[config.mk]
export PLATFORM = sky130hd
export DESIGN_NAME = point_in_polygon_test_unit
export DESIGN_NICKNAME = d
export VERILOG_FILES = /design/src/rtl/pip_pkg.sv /design/src/rtl/point_in_polygon_test_unit.sv /design/src/rtl/pip_ctrl.sv /design/src/rtl/pip_datapath.sv
export SDC_FILE = /design/constraint.sdc
export NUM_CORES = 2
export LEC_CHECK = 0
export ABC_AREA = 1
export CAP_MARGIN = 20
export CORE_UTILIZATION = 63
export CTS_CLUSTER_DIAMETER = 150
export DETAILED_ROUTE_END_ITERATION = 7
export DONT_BUFFER_PORTS = 1
export MAX_ROUTING_LAYER = met4
export PLACE_DENSITY = 0.79
export SETUP_SLACK_MARGIN = 0.15
export SLEW_MARGIN = 20
export SYNTH_ARGS = -nofsm -noshare
export SYNTH_HDL_FRONTEND = slang
export SYNTH_SLANG_ARGS = --single-unit
export TNS_END_PERCENT = 100
[constraint.sdc]
create_clock -name clk -period 9.9 [get_ports clk]
set_input_delay 0.99 -clock clk [delete_from_list [all_inputs] [get_ports clk]]
set_output_delay 0.99 -clock clk [all_outputs]
set_load 0.01 [all_outputs]
[src/rtl/pip_pkg.sv]
package pip_pkg;

    localparam int MAX_VERTICES = 64;
    localparam int COORD_BITS   = 16;

    localparam int ADDR_BITS  = $clog2(MAX_VERTICES);
    localparam int CNT_BITS   = $clog2(MAX_VERTICES + 1);
    localparam int TOTAL_BITS = 7;
    localparam int FIELD_BITS = 16;
    localparam int DIFF_BITS  = COORD_BITS + 1;
    localparam int PROD_BITS  = 2 * DIFF_BITS;

    localparam logic [1:0] MODE_CLEAR  = 2'd0;
    localparam logic [1:0] MODE_APPEND = 2'd1;
    localparam logic [1:0] MODE_QUERY  = 2'd2;

    typedef struct packed {
        logic                 accept;
        logic                 rd_en;
        logic [ADDR_BITS-1:0] rd_idx;
        logic                 rd_first;
        logic                 rd_last;
    } pip_cmd_t;

    typedef struct packed {
        logic [CNT_BITS-1:0] count;
        logic                query_done;
    } pip_status_t;

endpackage

[src/rtl/point_in_polygon_test_unit.sv]
// Point-in-polygon unit with a stored vertex list. An item is taken when start is high
// and busy is low; its result shows for one cycle with done high and cannot be held off,
// so the receiver must take it then. Clear, append and unused-mode items give their result
// the cycle after they are taken and keep busy low, one item per cycle. A query over n
// stored vertices keeps busy high while its edges pass through and gives its result right after: the
// single read port of the vertex store delivers one vertex a cycle into a three-stage edge
// pipeline (classify, multiply, sign and accumulate). A query with no vertices keeps busy
// low and answers the cycle after it is taken, like a clear. The answer is 1 for inside or
// on the boundary; only listed edges are tested.
module point_in_polygon_test_unit
(
    input  logic                                  clk,
    input  logic                                  rst_n,
    input  logic                                  start,
    output logic                                  busy,
    input  logic [1:0]                            mode,
    input  logic signed [pip_pkg::FIELD_BITS-1:0] coord_x,
    input  logic signed [pip_pkg::FIELD_BITS-1:0] coord_y,
    output logic                                  done,
    output logic                                  is_inside,
    output logic                                  is_closed,
    output logic [pip_pkg::TOTAL_BITS-1:0]        vertex_total,
    output logic                                  store_full
);

    pip_pkg::pip_cmd_t    cmd;
    pip_pkg::pip_status_t status;

    pip_ctrl u_ctrl
    (
        .clk    (clk),
        .rst_n  (rst_n),
        .start  (start),
        .mode   (mode),
        .busy   (busy),
        .cmd    (cmd),
        .status (status)
    );

    pip_datapath u_datapath
    (
        .clk          (clk),
        .rst_n        (rst_n),
        .mode         (mode),
        .coord_x      (coord_x),
        .coord_y      (coord_y),
        .cmd          (cmd),
        .status       (status),
        .done         (done),
        .is_inside    (is_inside),
        .is_closed    (is_closed),
        .vertex_total (vertex_total),
        .store_full   (store_full)
    );

endmodule

[src/rtl/pip_ctrl.sv]
module pip_ctrl
(
    input  logic                 clk,
    input  logic                 rst_n,
    input  logic                 start,
    input  logic [1:0]           mode,
    output logic                 busy,
    output pip_pkg::pip_cmd_t    cmd,
    input  pip_pkg::pip_status_t status
);

    typedef enum logic [1:0] {ST_IDLE, ST_ISSUE, ST_WAIT} state_t;

    state_t                        state_reg, state_next;
    logic [pip_pkg::ADDR_BITS-1:0] idx_reg, idx_next;
    logic                          accept;
    logic                          last_idx;

    assign accept   = start && (state_reg == ST_IDLE);
    assign last_idx = (pip_pkg::CNT_BITS'(idx_reg)
                       == (status.count - pip_pkg::CNT_BITS'(1)));

    always_comb
    begin
        state_next = state_reg;
        idx_next   = idx_reg;
        case (state_reg)
            ST_IDLE:
            begin
                if (accept && (mode == pip_pkg::MODE_QUERY)
                    && (status.count != '0))
                begin
                    state_next = ST_ISSUE;
                    idx_next   = '0;
                end
            end
            ST_ISSUE:
            begin
                if (last_idx)
                begin
                    state_next = ST_WAIT;
                end
                else
                begin
                    idx_next = idx_reg + pip_pkg::ADDR_BITS'(1);
                end
            end
            ST_WAIT:
            begin
                if (status.query_done)
                begin
                    state_next = ST_IDLE;
                end
            end
            default:
            begin
                state_next = ST_IDLE;
            end
        endcase
    end

    always_ff @(posedge clk or negedge rst_n)
    begin
        if (!rst_n)
        begin
            state_reg <= ST_IDLE;
            idx_reg   <= '0;
        end
        else
        begin
            state_reg <= state_next;
            idx_reg   <= idx_next;
        end
    end

    assign busy         = (state_reg != ST_IDLE);
    assign cmd.accept   = accept;
    assign cmd.rd_en    = (state_reg == ST_ISSUE);
    assign cmd.rd_idx   = idx_reg;
    assign cmd.rd_first = (idx_reg == '0);
    assign cmd.rd_last  = last_idx;

endmodule

[src/rtl/pip_datapath.sv]
module pip_datapath
(
    input  logic                                     clk,
    input  logic                                     rst_n,
    input  logic [1:0]                               mode,
    input  logic signed [pip_pkg::FIELD_BITS-1:0]    coord_x,
    input  logic signed [pip_pkg::FIELD_BITS-1:0]    coord_y,
    input  pip_pkg::pip_cmd_t                        cmd,
    output pip_pkg::pip_status_t                     status,
    output logic                                     done,
    output logic                                     is_inside,
    output logic                                     is_closed,
    output logic [pip_pkg::TOTAL_BITS-1:0]           vertex_total,
    output logic                                     store_full
);

    localparam int CB = pip_pkg::COORD_BITS;
    localparam int DB = pip_pkg::DIFF_BITS;
    localparam int PB = pip_pkg::PROD_BITS;

    logic signed [CB-1:0] mem_x [pip_pkg::MAX_VERTICES];
    logic signed [CB-1:0] mem_y [pip_pkg::MAX_VERTICES];

    logic signed [CB-1:0] in_x, in_y;
    logic [pip_pkg::CNT_BITS-1:0] count_reg;
    logic                 full;
    logic                 do_append;

    logic signed [CB-1:0] first_x_reg, first_y_reg, last_x_reg, last_y_reg;
    logic signed [CB-1:0] px_reg, py_reg, prev_x_reg, prev_y_reg;
    logic signed [CB-1:0] rd_x_reg, rd_y_reg;
    logic                 s0_valid_reg, s0_first_reg, s0_last_reg;

    logic                 sa_valid_reg, sa_last_reg, sa_early_reg, sa_zero_reg;
    logic signed [DB-1:0] sa_d0_reg, sa_d1_reg, sa_d2_reg, sa_d3_reg;
    logic                 sb_valid_reg, sb_last_reg, sb_early_reg, sb_zero_reg;
    logic signed [PB-1:0] sb_p1_reg, sb_p2_reg;

    logic                 neg_reg, zero_reg, neg_next, zero_next;
    logic                 done_reg, inside_reg, full_reg;

    logic signed [CB-1:0] lx, ly, hx, hy;
    logic                 hz, between, swap, hit, outr, early, early_zero;
    logic signed [PB:0]   cross_sum;

    assign in_x      = CB'(coord_x);
    assign in_y      = CB'(coord_y);
    assign full      = (count_reg == pip_pkg::CNT_BITS'(pip_pkg::MAX_VERTICES));
    assign do_append = cmd.accept && (mode == pip_pkg::MODE_APPEND) && !full;

    // vertex store
    always_ff @(posedge clk)
    begin
        if (do_append)
        begin
            mem_x[count_reg[pip_pkg::ADDR_BITS-1:0]] <= in_x;
            mem_y[count_reg[pip_pkg::ADDR_BITS-1:0]] <= in_y;
        end
        if (cmd.rd_en)
        begin
            rd_x_reg <= mem_x[cmd.rd_idx];
            rd_y_reg <= mem_y[cmd.rd_idx];
        end
    end

    always_ff @(posedge clk or negedge rst_n)
    begin
        if (!rst_n)
        begin
            count_reg <= '0;
        end
        else if (cmd.accept && (mode == pip_pkg::MODE_CLEAR))
        begin
            count_reg <= '0;
        end
        else if (do_append)
        begin
            count_reg <= count_reg + pip_pkg::CNT_BITS'(1);
        end
    end

    always_ff @(posedge clk)
    begin
        if (do_append)
        begin
            if (count_reg == '0)
            begin
                first_x_reg <= in_x;
                first_y_reg <= in_y;
            end
            last_x_reg <= in_x;
            last_y_reg <= in_y;
        end
        if (cmd.accept)
        begin
            px_reg <= in_x;
            py_reg <= in_y;
        end
        if (s0_valid_reg)
        begin
            prev_x_reg <= rd_x_reg;
            prev_y_reg <= rd_y_reg;
        end
    end

    // edge classification: b is previous vertex, c the current one
    always_comb
    begin
        hz      = (py_reg == prev_y_reg) && (prev_y_reg == rd_y_reg);
        between = ((prev_x_reg <= px_reg) && (px_reg <= rd_x_reg))
                  || ((rd_x_reg <= px_reg) && (px_reg <= prev_x_reg));
        swap    = (prev_y_reg > rd_y_reg);
        lx      = swap ? rd_x_reg : prev_x_reg;
        ly      = swap ? rd_y_reg : prev_y_reg;
        hx      = swap ? prev_x_reg : rd_x_reg;
        hy      = swap ? prev_y_reg : rd_y_reg;
        hit     = (py_reg == ly) && (px_reg == lx);
        outr    = (py_reg <= ly) || (py_reg > hy);
        early   = hz || hit || outr;
        if (hz)
        begin
            early_zero = between;
        end
        else
        begin
            early_zero = hit;
        end
    end

    always_ff @(posedge clk or negedge rst_n)
    begin
        if (!rst_n)
        begin
            s0_valid_reg <= 1'b0;
            s0_first_reg <= 1'b0;
            s0_last_reg  <= 1'b0;
            sa_valid_reg <= 1'b0;
            sa_last_reg  <= 1'b0;
            sb_valid_reg <= 1'b0;
            sb_last_reg  <= 1'b0;
        end
        else
        begin
            s0_valid_reg <= cmd.rd_en;
            s0_first_reg <= cmd.rd_en && cmd.rd_first;
            s0_last_reg  <= cmd.rd_en && cmd.rd_last;
            sa_valid_reg <= s0_valid_reg && !s0_first_reg;
            sa_last_reg  <= s0_last_reg;
            sb_valid_reg <= sa_valid_reg;
            sb_last_reg  <= sa_last_reg;
        end
    end

    always_ff @(posedge clk)
    begin
        sa_early_reg <= early;
        sa_zero_reg  <= early_zero;
        sa_d0_reg    <= DB'(lx) - DB'(px_reg);
        sa_d1_reg    <= DB'(hy) - DB'(py_reg);
        sa_d2_reg    <= DB'(ly) - DB'(py_reg);
        sa_d3_reg    <= DB'(hx) - DB'(px_reg);
        sb_early_reg <= sa_early_reg;
        sb_zero_reg  <= sa_zero_reg;
        sb_p1_reg    <= sa_d0_reg * sa_d1_reg;
        sb_p2_reg    <= sa_d2_reg * sa_d3_reg;
    end

    // running product kept as zero flag and sign
    always_comb
    begin
        cross_sum = (PB + 1)'(sb_p1_reg) - (PB + 1)'(sb_p2_reg);
        neg_next  = neg_reg;
        zero_next = zero_reg;
        if (sb_valid_reg)
        begin
            if (sb_early_reg)
            begin
                if (sb_zero_reg)
                begin
                    zero_next = 1'b1;
                end
            end
            else if (cross_sum == '0)
            begin
                zero_next = 1'b1;
            end
            else if (cross_sum > 0)
            begin
                neg_next = !neg_reg;
            end
        end
    end

    always_ff @(posedge clk or negedge rst_n)
    begin
        if (!rst_n)
        begin
            neg_reg    <= 1'b1;
            zero_reg   <= 1'b0;
            done_reg   <= 1'b0;
            inside_reg <= 1'b0;
            full_reg   <= 1'b0;
        end
        else
        begin
            if (cmd.accept)
            begin
                neg_reg  <= 1'b1;
                zero_reg <= 1'b0;
            end
            else
            begin
                neg_reg  <= neg_next;
                zero_reg <= zero_next;
            end
            done_reg   <= 1'b0;
            inside_reg <= 1'b0;
            full_reg   <= 1'b0;
            if (cmd.accept && ((mode != pip_pkg::MODE_QUERY) || (count_reg == '0)))
            begin
                done_reg <= 1'b1;
                full_reg <= (mode == pip_pkg::MODE_APPEND) && full;
            end
            else if (sb_last_reg)
            begin
                done_reg   <= 1'b1;
                inside_reg <= zero_next || !neg_next;
            end
        end
    end

    assign status.count      = count_reg;
    assign status.query_done = sb_last_reg;

    assign done         = done_reg;
    assign is_inside    = done_reg && inside_reg;
    assign store_full   = done_reg && full_reg;
    assign vertex_total = pip_pkg::TOTAL_BITS'(count_reg);
    assign is_closed    = (count_reg >= pip_pkg::CNT_BITS'(2))
                          && (first_x_reg == last_x_reg) && (first_y_reg == last_y_reg);

endmodule

==> metrics.cfg <==
[worst_setup_path]
r2r_end=u_datapath.sb_p2_reg[32]
slowest_delay_ps=920
cp_slowest_cell=fa_1
reg2reg_from=u_datapath.sa_d2_reg[16]
worstSetupPathType=register to register
crit_arrival_ps=7210
crit_top_cell=fa_1
cp.required_ps=10650
reg2reg_setup_slack_ps=3430
start_kind=register
path_delay_family=adder cells
worstPathCellList=nand2_1 > inv_1 > fa_1 > fa_1 > fa_1 > fa_1 > fa_1 > inv_1 > fa_1 > inv_1 > ha_1 > nand2_1 > nor2_1 > nand4_1 > nor4_1 > nand2_1 > o211ai_1 > a21oi_1 > nor2_1 > nor2_1 > xor2_1
path_depth=21
cp-end-kind=register
path_buf_inv=3
crit_fanout=17
r2r_cells=21

[global_route]
antenna_found_initial=11
grt_overflow_total=0
grtUsageTotal=0.361
grt_start_max_net_pins=192
grt_pass1_vias=81900
grt_pass1_wl_mm=497

[timing]
grt_setup_unrepaired=no
clock.fmax_ghz=0.155
period_minus_slack_ps=6470
fin_tns_setup_ps=0
tightest_slew_ps=1270
maxSlewHeadroom=0.154
drv_slew=0
post-route-period-util=0.653
finalSetupViolCount=0
final-hold-violation-count=0
fin_skew_ps=76.1

[outcome]
violations=antenna violations, design-rule violations
status=finished with violations

[power_and_ir_drop]
worst_ir_drop_vdd_mv=0.173
leakagePower_nw=50.2
total_power_mw=19.7
powerDensity_nw_per_um2=152

[synth]
ys_ff_latch=2375
yosys_warnings=0
syn_area_um2=119000
synth-main-ff-cell=edfxtp_1
synth.distinct_cells=66
synth-edff-count=2208
synthCells=10500
avgSynthCellArea_um2=11.3
yosysSeqAreaShare=0.586
async_flop_share=0.0114
syn_nets=11500

[cells_and_area]
layout_common_cells=edfxtp_1, inv_1, nor2_1, nand2_1, o21ai_0
stdcell_count=13000
syn_to_final_growth_pct=8.41
layout_commonest_cell=edfxtp_1
drive_above_1_share=0.0604
nNetsFinal=11200

[cts]
cts_tree=built
clockBufferDepth=3
cts_resized=0
cts_buffers=226
cts.htree.levels=4
postCtsHoldBufs=2
post_cts.repair.setup_buffers=0
numClockSinks=2375
cts_root_buf=clkbuf_16
path_clk_slew_ps=60
clock_latency_ps=900

[detailed_routing]
dr.pass1.iters=8
top_layer=met4
wl_per_cell_um=25.9
drtIter0Drc=11100
wl_met2_mm=160
vias=82200
drtAntennaViolNets=1
postRouteWirelength_mm=336
drcViolationCount=12
viasPerCell=6.33
wl_met1_mm=119
dr_wl_met3_mm=36.6

[worst_hold_path]
holdPathEnd=u_datapath.first_x_reg[13]
hold_depth=0
hold_class=input port to register
hp-start=coord_x[13]

[floorplanning]
ios=49
dieArea_um2=191000
rows=159
core-area_um2=188000
die_w_um=437
initial_utilization=0.634
die_h_um=437

[placement]
routabilityCongestion=0.938
port_buffers=0
dpl.cell_count=12500
place_hpwl_mm=203

[job]
cap_viol_max_count=0

==> layer usage <==
metal | global-route usage | vias up
met4 | 0.201 | 0
met2 | 0.570 | 5502
met5 | - | -
met1 | 0.447 | 40200
met3 | 0.0617 | 977
li1 | - | 35600
==> cells by family (layout without fill, tap and decap cells) <==
logic type                 count (synthesis)  after routing  synth area share
AOI/OAI and AO/OA                       2214           2214             0.108
xor gates and xnor gates                 178            178            0.0131
adders and majority gates                919            919             0.134
buffers and inverters                   1904           1874            0.0620
DFF                                     2375           2375             0.586
other                                      0             20                 0
and+or+nand+nor                         2906           2906            0.0971
==> cells in the mapped netlist (15+ instances only) <==
| library cell | n | share of area |
|---|---|---|
| o22ai_1 | 366 | 0.019 |
| dfxtp_1 | 140 | 0.024 |
| nor2_1 | 1335 | 0.042 |
| nor3_1 | 31 | 0.0013 |
| xnor2_1 | 63 | 0.0046 |
| clkbuf_1 | 416 | 0.013 |
| a22o_1 | 15 | 0.0011 |
| a31oi_1 | 66 | 0.0035 |
| inv_1 | 1304 | 0.041 |
| dfrtp_1 | 26 | 0.0055 |
| o221ai_1 | 144 | 0.011 |
| a221oi_1 | 26 | 0.0019 |
| nand2_2 | 16 | 0.00084 |
| nand3_1 | 174 | 0.0073 |
| nand2_1 | 1235 | 0.039 |
| xor2_1 | 115 | 0.0085 |
| nand4_1 | 48 | 0.0025 |
| o21ai_0 | 1170 | 0.049 |
| a21oi_1 | 239 | 0.010 |
| fa_1 | 596 | 0.10 |
| o211ai_1 | 68 | 0.0043 |
| buf_2 | 142 | 0.0060 |
| edfxtp_1 | 2208 | 0.56 |
| ha_1 | 323 | 0.034 |
==> how the worst max path moves through the flow <==
stage	start	to	slack [ps]
2_1_floorplan	start	u_datapath.mem_x[47][0]	3780
4_1_cts	u_datapath.sa_d2_reg[16]	u_datapath.sb_p2_reg[32]	3510
3_3_place_gp	u_datapath.sa_d1_reg[2]	u_datapath.sb_p1_reg[32]	3460
6_report	u_datapath.sa_d2_reg[16]	u_datapath.sb_p2_reg[32]	3430
3_5_place_dp	u_datapath.sa_d1_reg[2]	u_datapath.sb_p1_reg[32]	3490
5_1_grt	u_datapath.sa_d2_reg[16]	u_datapath.sb_p2_reg[32]	3180
==> layout make-up <==
class                   instances  area (um^2)
inverters                    1320         4980
flip-flops and latches       2375        69800
fillers                     12900        58700
clock buffers                 271         5930
well taps                    2495         3120
repair buffers                136         1200
clock inverters               147         1580
diodes                         20         50.0
multi-input cells            6217        42500
==> where the power goes <==
group | total [mW] | leakage [nW] | internal [mW] | switching, mW
clock | 8.73 | 3.63 | 4.87 | 3.86
sequential | 10.9 | 21.3 | 10.9 | 0
combinational | 0.00513 | 25.2 | 0.00125 | 0.00385
total | 19.7 | 50.2 | 15.8 | 3.86
==> metrics by stage <==
step | worst slack [ps] | utilization | hold WS [ps] | instance area, um^2
floorplan | 3780 | - | 310 | 119000
global placement | 3460 | 0.647 | 313 | 122000
detailed placement | 3490 | 0.647 | 324 | 122000
CTS | 3510 | 0.687 | 137 | 129000
global route | 3180 | 0.687 | 141 | 129000
finish | 3430 | 0.688 | 181 | 129000
Power figures use the tool's default switching activity.
